`src/rtl/core/running_mode_value_tracker_assert.svh`:
```
// Assertion helpers for the mode tracker.
// RMVT_ASSERT checks a property on the rising clock edge, off while reset is held.
// RMVT_ASSERT_NEVER checks that a condition is never true.
`ifndef RUNNING_MODE_VALUE_TRACKER_ASSERT_SVH
`define RUNNING_MODE_VALUE_TRACKER_ASSERT_SVH
`ifndef SYNTHESIS
`define RMVT_ASSERT(lbl, ck, rstn, prop) \
	lbl: assert property (@(posedge ck) disable iff (!(rstn)) (prop)) \
	else $error("rmvt assertion failed");
`define RMVT_ASSERT_NEVER(lbl, ck, rstn, cond) \
	`RMVT_ASSERT(lbl, ck, rstn, !(cond))
`else
`define RMVT_ASSERT(lbl, ck, rstn, prop)
`define RMVT_ASSERT_NEVER(lbl, ck, rstn, cond)
`endif
`endif

```
`src/rtl/core/rmvt_pkg.sv`:
```
package rmvt_pkg;

	localparam int VALUE_W = 32;
	localparam int COUNT_W = 16;
	localparam int USED_W  = 5;
	localparam int OUT_W   = 56;

	localparam logic [COUNT_W-1:0] COUNT_MAX = '1;

	// order_mode codes
	localparam logic ORDER_DESC = 1'b0;
	localparam logic ORDER_ASC  = 1'b1;

	// what a cell hands to its right neighbor
	typedef struct packed {
		logic                      valid;
		logic signed [VALUE_W-1:0] value;
		logic [COUNT_W-1:0]        count;
	} cell_link_t;

	// per-cell status toward the top level
	typedef struct packed {
		logic               hit;
		logic               ins_pos;
		logic [COUNT_W-1:0] hit_count;
	} cell_stat_t;

endpackage

```
`src/rtl/core/rmvt_cell.sv`:
```
module rmvt_cell
	import rmvt_pkg::*;
(
	input  logic                      clk,
	input  logic                      arst_n,
	input  logic                      take,
	input  logic                      restart,
	input  logic                      insert,
	input  logic                      order_mode,
	input  logic signed [VALUE_W-1:0] sample,
	input  cell_link_t                left,
	input  logic                      seen_in,
	output logic                      seen_out,
	output cell_link_t                link,
	output cell_stat_t                stat
);

	logic                      valid_q;
	logic signed [VALUE_W-1:0] value_q;
	logic [COUNT_W-1:0]        count_q;
	logic                      eff_valid;
	logic                      goes_before;
	logic                      stop;
	logic [COUNT_W-1:0]        inc_count;

	always_comb begin
		eff_valid   = valid_q & ~restart;
		goes_before = (order_mode == ORDER_ASC) ? (value_q < sample) : (value_q > sample);
		// first cell that is empty or does not precede the sample takes it
		stop        = ~eff_valid | ~goes_before;
		seen_out    = seen_in | stop;
		inc_count   = (count_q == COUNT_MAX) ? count_q : count_q + COUNT_W'(1);
		stat.hit       = eff_valid & (value_q == sample);
		stat.ins_pos   = stop & ~seen_in;
		stat.hit_count = stat.hit ? inc_count : '0;
		link.valid  = eff_valid;
		link.value  = value_q;
		link.count  = count_q;
	end

	always_ff @(posedge clk or negedge arst_n) begin
		if (!arst_n) begin
			valid_q <= 1'b0;
		end else if (take) begin
			if (insert && stat.ins_pos) begin
				valid_q <= 1'b1;
			end else if (insert && seen_in) begin
				valid_q <= left.valid;
			end else begin
				valid_q <= eff_valid;
			end
		end
	end

	always_ff @(posedge clk) begin
		if (take) begin
			if (insert && stat.ins_pos) begin
				value_q <= sample;
				count_q <= COUNT_W'(1);
			end else if (insert && seen_in) begin
				value_q <= left.value;
				count_q <= left.count;
			end else if (stat.hit) begin
				count_q <= inc_count;
			end
		end
	end

endmodule

```
`src/rtl/core/running_mode_value_tracker.sv`:
```
// Running mode tracker: counts occurrences of signed 32-bit values and reports
// the most frequent one after every item.
// Input channel s_*: s_tdata carries sample_value, s_tuser carries restart,
// which empties the table before that item's value is counted.
// Output channel m_*: one result item per input item, with the mode value,
// its saturating count, the number of distinct entries and a dropped flag.
// Config: cfg_we/cfg_wdata write order_mode (0 descending, 1 ascending);
// write only while no item is in flight.
// Output: the result of an item is registered and appears in the cycle after it is accepted.
// Throughput: one item per cycle while the receiver drains results; the whole
// row of cells compares, shifts and updates in the cycle the item is accepted,
// and the best entry is tracked incrementally so no scan over the table is needed.
// Stall: the result sits in the output register; s_tready is high while that
// register is empty or being drained, so a stalled receiver holds off input.
// Reset: table empty, order_mode descending, no result pending. Reset is
// asynchronous, active low.
module running_mode_value_tracker
	import rmvt_pkg::*;
#(
	parameter int TABLE_DEPTH = 16
) (
	input  logic             clk,
	input  logic             arst_n,
	input  logic             s_tvalid,
	output logic             s_tready,
	input  logic [31:0]      s_tdata,   // [31:0] sample_value
	input  logic             s_tuser,   // [0] restart
	output logic             m_tvalid,
	input  logic             m_tready,
	output logic [OUT_W-1:0] m_tdata,   // [31:0] mode_value, [47:32] mode_count,
	                                    // [52:48] entries_used, [55:53] zero
	output logic             m_tuser,   // [0] dropped
	input  logic             cfg_we,
	input  logic             cfg_wdata  // order_mode
);

	`include "running_mode_value_tracker_assert.svh"

	localparam int IW = (TABLE_DEPTH > 1) ? $clog2(TABLE_DEPTH) : 1;
	localparam int UW = $clog2(TABLE_DEPTH + 1);

	logic                      order_mode_q;
	logic                      take;
	logic signed [VALUE_W-1:0] sample;
	logic                      restart;

	cell_link_t                link [TABLE_DEPTH+1];
	cell_stat_t                stat [TABLE_DEPTH];
	logic [TABLE_DEPTH:0]      seen;
	logic [TABLE_DEPTH-1:0]    hit_vec;
	logic [TABLE_DEPTH-1:0]    pos_vec;

	logic                      found;
	logic                      full;
	logic                      insert;
	logic                      dropped;
	logic [COUNT_W-1:0]        hit_count;
	logic [IW-1:0]             hit_idx;
	logic [IW-1:0]             pos_idx;

	logic signed [VALUE_W-1:0] best_val_q, best_val_d;
	logic [COUNT_W-1:0]        best_cnt_q, best_cnt_d, eff_cnt;
	logic [IW-1:0]             bidx_q, bidx_d;
	logic [UW-1:0]             used_q, used_d;
	logic [UW+USED_W-1:0]      used_ext;

	logic                      out_valid_q;
	logic [OUT_W-1:0]          out_data_q;
	logic                      out_drop_q;

	assign sample   = s_tdata;
	assign restart  = s_tuser;
	assign s_tready = ~out_valid_q | m_tready;
	assign take     = s_tvalid & s_tready;

	assign m_tvalid = out_valid_q;
	assign m_tdata  = out_data_q;
	assign m_tuser  = out_drop_q;

	always_ff @(posedge clk or negedge arst_n) begin
		if (!arst_n) begin
			order_mode_q <= ORDER_DESC;
		end else if (cfg_we) begin
			order_mode_q <= cfg_wdata;
		end
	end

	// row of cells; the insert point ripples left to right through seen[]
	assign link[0] = '0;
	assign seen[0] = 1'b0;

	for (genvar g = 0; g < TABLE_DEPTH; g++) begin : g_cell
		rmvt_cell u_cell (
			.clk        (clk),
			.arst_n     (arst_n),
			.take       (take),
			.restart    (restart),
			.insert     (insert),
			.order_mode (order_mode_q),
			.sample     (sample),
			.left       (link[g]),
			.seen_in    (seen[g]),
			.seen_out   (seen[g+1]),
			.link       (link[g+1]),
			.stat       (stat[g])
		);
		assign hit_vec[g] = stat[g].hit;
		assign pos_vec[g] = stat[g].ins_pos;
	end

	always_comb begin
		hit_count = '0;
		hit_idx   = '0;
		pos_idx   = '0;
		for (int i = 0; i < TABLE_DEPTH; i++) begin
			hit_count = hit_count | stat[i].hit_count;
			if (hit_vec[i]) hit_idx = hit_idx | IW'(i);
			if (pos_vec[i]) pos_idx = pos_idx | IW'(i);
		end
	end

	assign found   = |hit_vec;
	assign full    = link[TABLE_DEPTH].valid;
	assign insert  = ~found & ~full;
	assign dropped = ~found & full;
	assign eff_cnt = restart ? '0 : best_cnt_q;

	// incremental best: lowest-index entry with the highest count
	always_comb begin
		best_val_d = best_val_q;
		best_cnt_d = eff_cnt;
		bidx_d     = bidx_q;
		if (found) begin
			if ((hit_count > eff_cnt) || ((hit_count == eff_cnt) && (hit_idx <= bidx_q))) begin
				best_val_d = sample;
				best_cnt_d = hit_count;
				bidx_d     = hit_idx;
			end
		end else if (insert) begin
			if ((eff_cnt == '0) || ((eff_cnt == COUNT_W'(1)) && (pos_idx <= bidx_q))) begin
				best_val_d = sample;
				best_cnt_d = COUNT_W'(1);
				bidx_d     = pos_idx;
			end else if (pos_idx <= bidx_q) begin
				// best entry moves one place right
				bidx_d = bidx_q + IW'(1);
			end
		end
		used_d   = (restart ? '0 : used_q) + UW'(insert);
		used_ext = {{USED_W{1'b0}}, used_d};
	end

	always_ff @(posedge clk or negedge arst_n) begin
		if (!arst_n) begin
			best_cnt_q  <= '0;
			bidx_q      <= '0;
			used_q      <= '0;
			out_valid_q <= 1'b0;
		end else begin
			if (take) begin
				best_cnt_q <= best_cnt_d;
				bidx_q     <= bidx_d;
				used_q     <= used_d;
			end
			if (take) begin
				out_valid_q <= 1'b1;
			end else if (m_tready) begin
				out_valid_q <= 1'b0;
			end
		end
	end

	always_ff @(posedge clk) begin
		if (take) begin
			best_val_q <= best_val_d;
			out_data_q <= {3'b000, used_ext[USED_W-1:0], best_cnt_d, best_val_d};
			out_drop_q <= dropped;
		end
	end

	`RMVT_ASSERT(a_hit_onehot0, clk, arst_n, $onehot0(hit_vec))
	`RMVT_ASSERT(a_pos_onehot0, clk, arst_n, $onehot0(pos_vec))
	`RMVT_ASSERT(a_insert_has_pos, clk, arst_n, (take && insert) |-> $onehot(pos_vec))
	`RMVT_ASSERT(a_best_in_table, clk, arst_n, (used_q != '0) |-> (UW'(bidx_q) < used_q))
	`RMVT_ASSERT_NEVER(a_best_cnt_empty, clk, arst_n, (used_q != '0) && (best_cnt_q == '0))

endmodule
```
`config.mk`:
```
export PLATFORM = sky130hd
export DESIGN_NAME = running_mode_value_tracker
export DESIGN_NICKNAME = d
export VERILOG_FILES = /design/src/rtl/core/rmvt_pkg.sv /design/src/rtl/core/rmvt_cell.sv /design/src/rtl/core/running_mode_value_tracker.sv
export VERILOG_INCLUDE_DIRS = /design/src /design/src/rtl/core
export SDC_FILE = /design/constraint.sdc
export NUM_CORES = 2
export LEC_CHECK = 0
export BUFFER_PORTS_ARGS = -buffer_cell sky130_fd_sc_hd__buf_4
export CAP_MARGIN = 0
export CORE_AREA = 2 2 352 354
export DETAILED_ROUTE_END_ITERATION = 12
export DIE_AREA = 0 0 354 356
export GPL_ROUTABILITY_DRIVEN = 0
export HOLD_SLACK_MARGIN = 0.08
export PLACE_DENSITY = 0.67
export SETUP_SLACK_MARGIN = 0.2
export SYNTH_ARGS = -nofsm -noshare
export SYNTH_HDL_FRONTEND = slang
export SYNTH_SLANG_ARGS = --single-unit
```
`constraint.sdc`:
```
create_clock -name clk -period 17.2 [get_ports clk]
set_clock_uncertainty 0.05 [all_clocks]
set_input_delay 0.86 -clock clk [delete_from_list [all_inputs] [get_ports clk]]
set_output_delay 0.86 -clock clk [all_outputs]
set_load 0.05 [all_outputs]
```
# ---- Word level (Yosys, flattened, before mapping)
# Cells that the tools add are included.
dict set report op_classes {
  addsub 18
  magnitude_cmp 35
  n_eq_ne 35
  mux 187
  n_bitwise 146
  n_reduce_logical 103
}
# cell count
set ops {}
lappend ops {{16-bit two-way mux} 68}
lappend ops {{32-bit two-way mux} 34}
lappend ops {{32-bit equality test} 16}
lappend ops {{32-bit > comparator} 16}
lappend ops {{32-bit < comparator} 16}
lappend ops {{16-bit by 1-bit adder with 16-bit output, second input constant} 16}
lappend ops {{16-bit equality test, second input constant} 16}
lappend ops {{16-bit bitwise OR} 15}
lappend ops {{4-bit two-way mux} 21}
lappend ops {{2-bit AND reduction} 32}
lappend ops {{1-bit two-way mux} 51}
lappend ops {{1-bit bitwise AND} 50}
lappend ops {{1-bit NOT} 50}
lappend ops {{3-bit nonzero test} 16}
lappend ops {{2-bit nonzero test} 18}
lappend ops {{1-bit logical AND} 32}
lappend ops {{1-bit bitwise OR} 31}
lappend ops {{3-bit two-way mux} 8}
lappend ops {{16-bit by 1-bit equality test with 1-bit output, second input constant} 1}
lappend ops {{16-bit equality test} 1}
lappend ops {{16-bit > comparator} 1}
lappend ops {{16-bit logical NOT} 1}
lappend ops {{16-bit OR reduction} 1}
lappend ops {{4-bit less-or-equal comparator} 2}
lappend ops {{other kinds (7)} 11}
dict set report word_totals {
  reg_bits 897
  in_bits 39
  word_cells 580
}

# ---- Depth between registers and ports, before layout
dict set report depth {
  depth_word 27
  mapped_depth 28
}

# ---- Cells and area by module
# Synthesis repeated with hierarchy kept, for this count alone.
dict set report hier_totals {
  cells_unflattened 9096
  hier_area_um2 77469.3
}
# mod n_inst cells_per_inst area_each_um2 seq_area_each_um2
set modules_own_cells {}
lappend modules_own_cells {{rmvt_cell at g_cell[0].u_cell ...} 15 541 4555.6 1466.4}
lappend modules_own_cells {running_mode_value_tracker 1 436 4595.7 2297.2}
lappend modules_own_cells {{rmvt_cell at g_cell[15].u_cell} 1 545 4539.4 1466.4}

# ---- Least setup slack after synthesis
# Ideal clock, no wire load.
dict set report synth_timing {
  path_kind {input -> register}
  startpoint {input s_tdata[14]}
  endpoint {register best_val_q[0] (enable)}
  t_arrival_ps 8009
  required_ps 16689
  setup_slack_ps 8680
  cell_stages 26
  n_path_buf 4
  cell_sequence {inv_1 > ha_1 > nand4_1 > nor2_1 > a221o_1 > o31a_1 > o22a_1 > or2_0 > buf_2 > nor4b_4 > nand3_4 > nor3_1 > clkbuf_1 > a21oi_1 > inv_1 > ha_1 > nor2b_1 > o21ai_0 > nand2b_1 > a21oi_1 > a41o_1 > o21ai_0 > nor2b_1 > buf_1 > clkbuf_1 > nor3_1}
}
# element line_no
set synth_lines {}
lappend synth_lines {{start, declared} running_mode_value_tracker.sv:26} ;# input logic [31:0] s_tdata,
lappend synth_lines {{end signal, assigned} running_mode_value_tracker.sv:175} ;# best_val_q <= best_val_d;
lappend synth_lines {{end, declared} running_mode_value_tracker.sv:61} ;# logic signed [VALUE_W-1:0] best_val_q, best_val_d;

==> impl_table.tex <==
\begin{tabular}{lr}
\hline
Metric & Value \\
\hline
\multicolumn{2}{l}{\textbf{Pwr}} \\
Power share of the sequential group & 46.6\% \\
Leakage power figure & approximately 24 nW \\
Fraction of power consumed by the clock network & 37.6\% \\
IR drop worst, VDD & roughly 0.094 mV \\
Combinational Power Share & between 10\% and 20\% \\
Fraction of power spent switching nets & $\sim$29\% \\
Power consumption & approximately 5.6 mW \\
Switching power & 1.620 mW \\
Power Density & about 90 nW/um2 \\
Cell internal pwr & between 4 and 5 mW \\
\multicolumn{2}{l}{\textbf{Clocking}} \\
Clk\_lat worst skew & between 700 and 800 ps \\
Clock tree buffer depth & 3 \\
Sinks on Clock Net & roughly 870 \\
Clock tree from TritonCTS & yes \\
Depth of the CTS H-tree & 3 \\
Post-CTS Hold Buffers & 0 \\
Resized cells post-CTS & 0 \\
Clk root buf & clkbuf\_16 \\
CTS clk-pin slew, worst paths & roughly 70 ps \\
CTS buffer count & 95 \\
Setup bufs post-CTS & 0 \\
\multicolumn{2}{l}{\textbf{Timing}} \\
Endpoints failing setup & 0 \\
Final count of hold timing violations & 0 \\
Part of the cycle the worst path needs & 49.41\% \\
Max Fclk & approximately 120 MHz \\
Period minus WS final & $\sim$8500 ps \\
Hold\_ws & 107.6 ps \\
Max-slew violations & 0 \\
Worst slew slack as a fraction of its limit & between 10\% and 20\% \\
Worst-Margin Slew & 1335 ps \\
Setup repair after global routing missed its margin & no \\
Final total negative setup slack & 0 ps \\
Least setup slack across all paths after layout & just under 9000 ps \\
\multicolumn{2}{l}{\textbf{Finish}} \\
Most common library cell in the layout ignoring fill and taps & edfxtp\_1 \\
Area growth from synthesis to final layout & 9.655\% \\
Ratio of cells with drive above 1 in the final layout & $\sim$15\% \\
Filler-free cell count of the finished design & approximately 7,000 \\
Leading cell types in the layout, fill and taps excluded & edfxtp\_1, ha\_1, nand2\_1 \\
Nets & 5,859 \\
\multicolumn{2}{l}{\textbf{Routing}} \\
Via-per-instance ratio & approximately 6.5 \\
DRC violations left & 0 \\
Total Routed Length & 192.2 mm \\
WL per Instance & between 20 and 30 um \\
Number of nets still failing antenna checks after routing & 0 \\
Iteration-0 DRC count of the detailed router & roughly 6,000 \\
Vias after detailed routing & around 45,000 \\
First-pass iteration count of the detailed router & 8 \\
\multicolumn{2}{l}{\textbf{Floorplanning}} \\
Width of the die & approximately 350 um \\
Height of the die & about 360 um \\
FP Rows & $\sim$130 \\
Total I/O pin count & 98 \\
Core region area & 122,700 um2 \\
Starting utilization of the core area & between 40\% and 50\% \\
Die area & 126,000 um2 \\
\multicolumn{2}{l}{\textbf{Critical path}} \\
Crit path max fanout & 34 \\
Data required, critical path & $\sim$18,000 ps \\
Startpoint of the most critical register-to-register path & g\_cell[5].u\_cell.value\_q[31]\$\_DFFE\_PP\_ \\
Critical path destination & best\_val\_q[12]\$\_DFFE\_PP\_ \\
Worst r2r dst & best\_val\_q[12]\$\_DFFE\_PP\_ \\
Startpoint type of the worst setup path & input port \\
Crit. Startpoint & s\_tdata[31] \\
Crit path arrival time & a little under 9000 ps \\
Critical path type & input port to flip-flop \\
Flop2flop setup slack & about 9400 ps \\
Crit. End Element & flip-flop \\
Count of cells along the worst register-to-register path & 21 \\
\multicolumn{2}{l}{\textbf{Synthesis}} \\
Cell type with the highest aggregate area in the netlist & edfxtp\_1 \\
Synthesized area per cell & roughly 11 um2 \\
Number of library cell types mapped by synthesis & around 110 \\
Async S/R FF share, synth & around 5.0\% \\
Top\_reg\_cell synth & edfxtp\_1 \\
Share of synthesized area occupied by flip-flops and latches & a little under half \\
Register bit total from synthesis & slightly below 900 \\
Number of flops mapped to enable cells by yosys & roughly 800 \\
Mapped Area & between 50,000 and 60,000 um2 \\
Share of the synthesized area in the top cell type & between 40\% and 50\% \\
Ys Warns & 0 \\
Post-synthesis cell count & 5,212 \\
Dominant cells by area after synthesis & edfxtp\_1, ha\_1, mux2\_2 \\
\multicolumn{2}{l}{\textbf{Global route}} \\
Initial antenna violation count & 12 \\
Via count of the first global-routing pass & about 43,000 \\
Maximum number of pins on one net before global-route repair & 65 \\
Overall Global Routing Usage & between 20\% and 30\% \\
First-pass GRT wire length & 281.7 mm \\
Global route total overflow & 0 \\
\multicolumn{2}{l}{\textbf{Place}} \\
Post-Place Worst Slack & 8268 ps \\
Quantity of I/O buffers inserted on ports & between 90 and 100 \\
\# placed instances & just under 7,000 \\
Detailed placement HPWL & $\sim$140 mm \\
\multicolumn{2}{l}{\textbf{Worst hold path}} \\
Path category of the worst min-delay check & input port to async pin \\
\multicolumn{2}{l}{\textbf{Job}} \\
Max Cap Viol & 0 \\
\multicolumn{2}{l}{\textbf{Status}} \\
Result of the run & complete, no violations \\
\hline
\end{tabular}
[registers in the layout (all words and copies together), names as in the netlist, 4 cells and up]
signal	flops
g_cell.u_cell.value_q	512
m_tdata	22
g_cell.u_cell.count_q	256
bidx_q	4
best_val_q	31
g_cell.u_cell.valid_q	16
best_cnt_q	16
used_q	5
[power by group through the flow]
stage | Combinational, mW | Sequential (mW) | Clock [mW]
2_1_floorplan | 0.531 | 2.66 | 0
3_3_place_gp | 0.843 | 2.66 | 0
3_5_place_dp | 0.868 | 2.66 | 0
4_1_cts | 0.874 | 2.62 | 2.13
5_1_grt | 0.970 | 2.64 | 2.20
6_report | 0.893 | 2.62 | 2.12
[critical path, stage by stage]
cell and delay (ps):
buf_4 180, inv_1 730, ha_1 360, nand4_1 220, or3_1 470, nor4b_1 1080
or3b_2 280, o21ai_0 90, mux2_4 340, nor4b_4 180, nand4_2 510, nand2b_1 270
o2bb2ai_1 110, or2_2 300, ha_1 290, o21ai_0 90, nand2b_1 80, a21oi_1 70
a41o_1 230, o21ai_0 660, nor2b_4 980, nor3_2 80, buf_4 300
[metal layers]
| layer | vias to the layer above | wire [um] | global-route usage (%) |
|---|---|---|---|
| li1 | 20093 | - | - |
| met1 | 22144 | 78810 | 40.35 |
| met2 | 2577 | 80770 | 43.96 |
| met3 | 508 | 23000 | 8.702 |
| met4 | 14 | 9566 | 13.58 |
| met5 | - | 92 | 0 |
[cell families (layout without fill, tap and decap cells)]
kind of cell	Yosys count	count (layout)	synth area share, %
compound gates	1020	1020	11.43
xor+xnor	165	165	2.534
fa+ha+maj	555	555	12.18
buf+inv	352	478	3.010
flops	865	865	45.17
mux	546	546	10.67
other cells	1	9	0.006575
simple gates	1708	1708	15.00
[synthesized netlist by cell type, types with 20 or more instances]
library cell	instances
a211oi_1	55
a21o_1	83
a21oi_1	284
a221oi_1	20
a31oi_1	25
and2_1	34
and3_1	60
and4_1	53
buf_2	49
clkbuf_1	120
clkdlybuf4s50_2	30
dfrtp_1	43
edfxtp_1	822
ha_1	555
inv_1	125
mux2_2	368
mux2_4	31
mux2i_1	143
nand2_1	447
nand2b_1	31
nand3_1	208
nand4_1	166
nor2_1	386
nor2b_1	52
nor3_1	130
nor4_1	26
o211ai_1	38
o21a_1	33
o21ai_0	242
o22ai_1	51
or2_2	23
xnor2_1	87
xor2_1	78
[cell type report]
class / instances / area [um2]
diodes: 6 / 15.01
clock buffers: 116 / 2530
clock inverters: 56 / 585.6
fillers: 10839 / 60130
inverters: 127 / 476.7
multi-input cells: 3997 / 29780
flip-flops and latches: 865 / 25760
well taps: 1637 / 2048
repair buffers: 179 / 1344
[how the worst min path moves through the flow]
stage,endpoint,slack [ps],depth (start not counted),start
2_1_floorplan,used_q[0]$_DFFE_PN0P_,390,2,used_q[0]$_DFFE_PN0P_
5_1_grt,best_cnt_q[14]$_DFFE_PN0P_,150,1,arst_n
4_1_cts,best_cnt_q[15]$_DFFE_PN0P_,110,1,arst_n
3_5_place_dp,used_q[0]$_DFFE_PN0P_,410,2,used_q[0]$_DFFE_PN0P_
3_3_place_gp,used_q[0]$_DFFE_PN0P_,400,2,used_q[0]$_DFFE_PN0P_
6_report,best_cnt_q[14]$_DFFE_PN0P_,110,1,arst_n
[through the flow]
stage / util (%) / cell area (um2)
after floorplan: - / 57040
after global placement: 48.43 / 59410
after detailed placement: 48.43 / 59410
after CTS: 50.97 / 62520
after global routing: 50.98 / 62530
final: 50.98 / 62540
No activity file was read; power rests on OpenSTA's default activity.
